===== src/hdl/drrip_pkg.sv =====
`default_nettype none

package drrip_pkg;

    localparam int NUM_SETS     = 2048;
    localparam int WAYS         = 16;
    localparam int LEADER_SETS  = 64;
    localparam int SELECTOR_MAX = 1023;

    localparam int SET_W  = $clog2(NUM_SETS);
    localparam int WAY_W  = 4;
    localparam int SEL_W  = $clog2(SELECTOR_MAX + 1);
    localparam int LFSR_W = 16;
    localparam int MASK_W = 16;

    localparam logic [LFSR_W-1:0] LFSR_TAPS = 16'hB400;

    typedef logic [SET_W-1:0]  set_t;
    typedef logic [WAY_W-1:0]  way_t;
    typedef logic [SEL_W-1:0]  sel_t;
    typedef logic [LFSR_W-1:0] lfsr_t;

    typedef enum logic {
        CMD_VICTIM = 1'b0,
        CMD_UPDATE = 1'b1
    } cmd_t;

    typedef enum logic [1:0] {
        KIND_INVALID = 2'd0,
        KIND_DEAD    = 2'd1,
        KIND_AGED    = 2'd2
    } kind_t;

    typedef struct packed {
        logic [WAYS-1:0][1:0] ru;
        logic [WAYS-1:0][1:0] rr;
    } row_t;

    localparam row_t RESET_ROW = '{ru: '0, rr: '1};

    // controller to datapath
    typedef struct packed {
        logic clear_step;
        logic capture;
        logic commit;
    } dp_cmd_t;

    // datapath to controller
    typedef struct packed {
        logic clear_last;
        logic is_victim;
        logic out_busy;
    } dp_status_t;

    function automatic lfsr_t lfsr_step(input lfsr_t cur);
        lfsr_t nxt;
        nxt = cur >> 1;
        if (cur[0])
        begin
            nxt = nxt ^ LFSR_TAPS;
        end
        return nxt;
    endfunction

    function automatic way_t first_one(input logic [WAYS-1:0] vec);
        way_t   idx;
        logic   found;
        idx   = '0;
        found = 1'b0;
        for (int w = 0; w < WAYS; w++)
        begin
            if (vec[w] && !found)
            begin
                idx   = WAY_W'(w);
                found = 1'b1;
            end
        end
        return idx;
    endfunction

endpackage

`default_nettype wire


===== src/hdl/drrip_ctrl.sv =====
`default_nettype none

module drrip_ctrl (
    input  wire logic                 clk,
    input  wire logic                 rst_n,
    input  wire logic                 in_valid,
    output logic                      in_ready,
    input  wire drrip_pkg::dp_status_t status,
    output drrip_pkg::dp_cmd_t        cmd
);
    import drrip_pkg::*;

    typedef enum logic [1:0] {
        ST_CLEAR,
        ST_IDLE,
        ST_CALC
    } state_t;

    state_t state_reg, state_next;
    logic   ready_reg, ready_next;
    logic   commit_ok;

    assign commit_ok = !(status.is_victim && status.out_busy);
    assign in_ready  = ready_reg;

    always_comb
    begin
        state_next       = state_reg;
        ready_next       = ready_reg;
        cmd.clear_step   = 1'b0;
        cmd.capture      = 1'b0;
        cmd.commit       = 1'b0;
        unique case (state_reg)
            ST_CLEAR:
            begin
                cmd.clear_step = 1'b1;
                if (status.clear_last)
                begin
                    state_next = ST_IDLE;
                    ready_next = 1'b1;
                end
            end
            ST_IDLE:
            begin
                if (in_valid && ready_reg)
                begin
                    cmd.capture = 1'b1;
                    state_next  = ST_CALC;
                    ready_next  = 1'b0;
                end
            end
            ST_CALC:
            begin
                if (commit_ok)
                begin
                    cmd.commit = 1'b1;
                    state_next = ST_IDLE;
                    ready_next = 1'b1;
                end
            end
            default:
            begin
                state_next = ST_CLEAR;
                ready_next = 1'b0;
            end
        endcase
    end

    always_ff @(posedge clk or negedge rst_n)
    begin
        if (!rst_n)
        begin
            state_reg <= ST_CLEAR;
            ready_reg <= 1'b0;
        end
        else
        begin
            state_reg <= state_next;
            ready_reg <= ready_next;
        end
    end

endmodule

`default_nettype wire


===== config.mk =====
export PLATFORM = sky130hd
export DESIGN_NAME = drrip_ctrl
export DESIGN_NICKNAME = d
export VERILOG_FILES = /design/src/hdl/drrip_pkg.sv /design/src/hdl/drrip_ctrl.sv
export SDC_FILE = /design/constraint.sdc
export NUM_CORES = 1
export LEC_CHECK = 0
export BUFFER_PORTS_ARGS = -buffer_cell sky130_fd_sc_hd__buf_2
export CORE_AREA = 3 3 40 42
export CTS_CLUSTER_DIAMETER = 80
export DETAILED_ROUTE_END_ITERATION = 10
export DIE_AREA = 0 0 43 45
export GPL_TIMING_DRIVEN = 0
export PLACE_DENSITY = 0.3
export SYNTH_ARGS = -nofsm -noshare
export SYNTH_HDL_FRONTEND = slang
export SYNTH_SLANG_ARGS = --single-unit

===== constraint.sdc =====
create_clock -name clk -period 2.55 [get_ports clk]
set_input_delay 0.3825 -clock clk [delete_from_list [all_inputs] [get_ports clk]]
set_output_delay 0.3825 -clock clk [all_outputs]
set_load 0.02 [all_outputs]

Word-level counts from Yosys, hierarchy flattened:

Index checks and enable logic that the tools add are counted.
Widths: inputs -> output; s select.

* equality and inequality tests: 5
* muxes and demuxes: 13
* reductions and logical operators: 4

Operators by type and width (number)
* $mux 1: 8
* $mux 2: 3
* $ne 2x2->1 const B: 3
* $pmux 2 s3: 1
* $pmux 1 s3: 1
* $reduce_and 3->1: 1
* $eq 2x1->1 const B: 1
* $eq 2x2->1 const B: 1
* $logic_and 1x1->1: 2
* $logic_not 2->1: 1

* flip-flop bits (word level): 3
* input bits: 6
* output and inout port bits: 4
* logic and storage cells: 24

Logic depth before layout (Yosys ltp):

* depth in word-level cells: 3
* depth in mapped cells: 3
* depth with buffers taken out: 3

Worst setup path after synthesis:

OpenSTA, ideal clock, no wires.

* path kind: reg2out
* start: register state_reg[0]
* end: output port cmd[0] (netlist name)
* arrival time: 0.914 ns
* data required time: 2.168 ns
* path slack: 1.253 ns
* cell stages (with the launch flop): 3
* path buffers: 0
* cells stage by stage: dfrtp_1 > nand2b_1 > a21oi_1

RTL lines
* start, declared: RTL line drrip_ctrl.sv:19 `state_t state_reg, state_next;`
* start signal, assigned: RTL line drrip_ctrl.sv:78 `state_reg <= state_next;`
* end, declared: RTL line drrip_ctrl.sv:9 `output drrip_pkg::dp_cmd_t cmd`

==> results.py <==
metrics = {
    "grt": {
        "overflow": 0,
        "antenna_found_initial": 0,
        "grt_pass1_wl_um": 779,
        "grt_max_degree": 8,
        "track_usage": 0.0633,
        "grt_pass1_vias": 194,
    },
    "synthesis": {
        "synth_common_cells": "a21oi_1 (4), dfrtp_1 (3), nand2_1 (2)",
        "synthTopCellsByArea": "dfrtp_1 (47%), a21oi_1 (12%), and4b_1 (6.2%), mux2i_1 (6.2%), nand2_1 (4.7%)",
        "syn_nets": 24,
        "yosysMostFrequentCell": "a21oi_1",
        "ys_ff_latch": 3,
        "synthArstFlopShare": 1.00,
        "ys_warn_count": 0,
        "avgSynthCellArea_um2": 8.97,
        "synth_seq_area_share": 0.465,
        "syn_area_um2": 161,
        "synth_top_flop_cell": "dfrtp_1",
        "synth_edf_count": 0,
        "yosysTopAreaCell": "dfrtp_1",
        "synth_cells": 18,
        "yosysTopAreaCellShare": 0.465,
        "synth_cell_type_count": 12,
    },
    "floorplanning": {
        "dieArea_um2": 1940,
        "die_y_um": 45,
        "die_x_um": 43,
        "start_util": 0.126,
        "core_region_area_um2": 1280,
        "io_pins": 10,
        "num_rows": 13,
    },
    "cts": {
        "path_clk_slew_ps": 40,
        "cts_num_sinks": 3,
        "ctsLongestPathBuffers": 2,
        "cts_tree": "done",
        "root_buffer": "clkbuf_4",
        "postCtsSetupRepairBufs": 0,
        "cts_max_level": 1,
        "clk_latency_ps": 230,
        "numCtsBuffers": 3,
    },
    "cells_and_area": {
        "largest_reg_flops": 2,
        "area_growth_pct": 62.0,
        "nNetsFinal": 39,
        "layoutNonFillerInstCount": 47,
        "drive_gt1_frac": 0.375,
        "n_antenna_cell": 0,
    },
    "timing": {
        "rsz0062_at_grt": "false",
        "post-route-period-util": 0.599,
        "finalSetupViolCount": 0,
        "slew_headroom": 0.845,
        "fmax_mhz": 654,
        "hold_viol": 0,
        "timing.hold.ws_ps": 471,
        "skew_ps": 0.178,
        "period_needed_ps": 1530,
        "timing.final.max_slew_violations": 0,
        "fin_setup_tns_ps": 0,
        "max_slew.worst_pin.slew_ps": 233,
    },
    "worst_setup_path": {
        "cp_slowest_stage_delay_ps": 450,
        "r2r_end": "state_reg[1]",
        "critPathLaunch": "state_reg[1]",
        "crit_slowest_cell": "dfrtp_1",
        "rr_worst_depth": 2,
        "cp-end-kind": "primary output",
        "cp.required_ps": 2170,
        "crit_type": "register to primary output",
        "path_cells": "and4b_1, buf_2",
        "timing.rr.start": "state_reg[1]",
        "r2r_setup_slack_ps": 1580,
        "critPathMaxFanout": 7,
        "cp-start-kind": "register",
        "worstPathArrival_ps": 1150,
    },
    "place": {
        "dp_cells": 42,
        "place.detailed.hpwl_um": 371,
        "portBuffers": 9,
        "globalplace.congestion": 0.704,
    },
    "routing": {
        "drc": 0,
        "vias_per_cell": 3.96,
        "ant_nets": 0,
        "drt-total-wl_um": 471,
        "vias": 186,
        "dr.pass1.iters": 1,
        "drtIter0Drc": 0,
        "wl_per_cell_um": 10.0,
    },
    "pwr": {
        "leakage_nw": 0.128,
        "power.density_nw_per_um2": 1200,
        "irDropWorstVdd_mv": 0.344,
    },
    "outcome": {
        "status": "complete, no violations",
    },
    "run": {
        "max-cap-violations": 0,
    },
    "min_path": {
        "hold_path.class": "input pin to async pin",
    },
}
==> cells in the final DEF, fill, tap and decap left out <==
cell type	n
nor2b_1	1
o22ai_1	1
o21ai_0	1
clkbuf_1	1
mux2i_1	1
clkbuf_4	3
nor2_1	1
inv_1	1
nand2b_1	1
dlygate4sd3_1	1
and4b_1	1
dfrtp_1	3
o21bai_1	1
nand2_1	2
buf_2	9
a21oi_1	4
==> how the worst max path moves through the flow <==
stage	slack, ps	to	depth (start not counted)
6_report	1020	cmd[1]	2
5_1_grt	960	cmd[1]	2
3_3_place_gp	1270	cmd[1]	2
3_5_place_dp	1260	cmd[1]	2
4_1_cts	1010	cmd[1]	2
2_1_floorplan	1250	cmd[0]	2
==> metrics by stage <==
stage           util  worst slack [ps]  power (mW)  area (µm²)
4_1_cts        0.204              1010       0.319         262
3_5_place_dp   0.175              1260       0.228         225
2_1_floorplan      -              1250       0.180         161
3_3_place_gp   0.175              1270       0.226         225
5_1_grt        0.204               956       0.338         262
6_report       0.204              1020       0.313         262
==> cells by family after synthesis <==
family	share of synthesized area
DFF	0.465
buffers and inverters	0.0232
muxes	0.0620
AOI/OAI and AO/OA	0.240
and+or+nand+nor	0.209
==> per-layer routing <==
| metal | vias up | part of all wire | track usage |
|---|---|---|---|
| met5 | - | 0 | 0 |
| met4 | 0 | 0.025 | 0.0542 |
| met3 | 2 | 0.14 | 0.0677 |
| met2 | 11 | 0.41 | 0.0719 |
| met1 | 79 | 0.43 | 0.0627 |
| li1 | 94 | - | - |
==> what timing repair did <==
item / 4_1_cts / 5_1_grt
hold buffers: 1 / 0
resized for setup: 0 / 0
hold endpoints to repair: 3 / 0
==> worst max-delay path: cells and delay by family (launching register included) <==
kind | cells | cell delay, ps
flip-flops | 1 | 450
buffers and inverters | 1 | 170
AND/OR/NAND/NOR | 1 | 290
==> area by class of cell <==
| type | count | area (µm²) |
|---|---|---|
| clock buffer | 4 | 26.3 |
| timing repair buffer | 10 | 55.1 |
| fill | 147 | 1020 |
| inverter | 1 | 3.75 |
| sequential | 3 | 75.1 |
| tap | 15 | 18.8 |
| multi-input combinational | 14 | 82.6 |
==> power breakdown <==
| part | switching (mW) | internal [mW] | total, mW |
|---|---|---|---|
| logic | 0.0693 | 0.0528 | 0.122 |
| clock network | 0.0270 | 0.0588 | 0.0858 |
| registers | 0.0347 | 0.0700 | 0.105 |
Power figures use the tool's default switching activity.
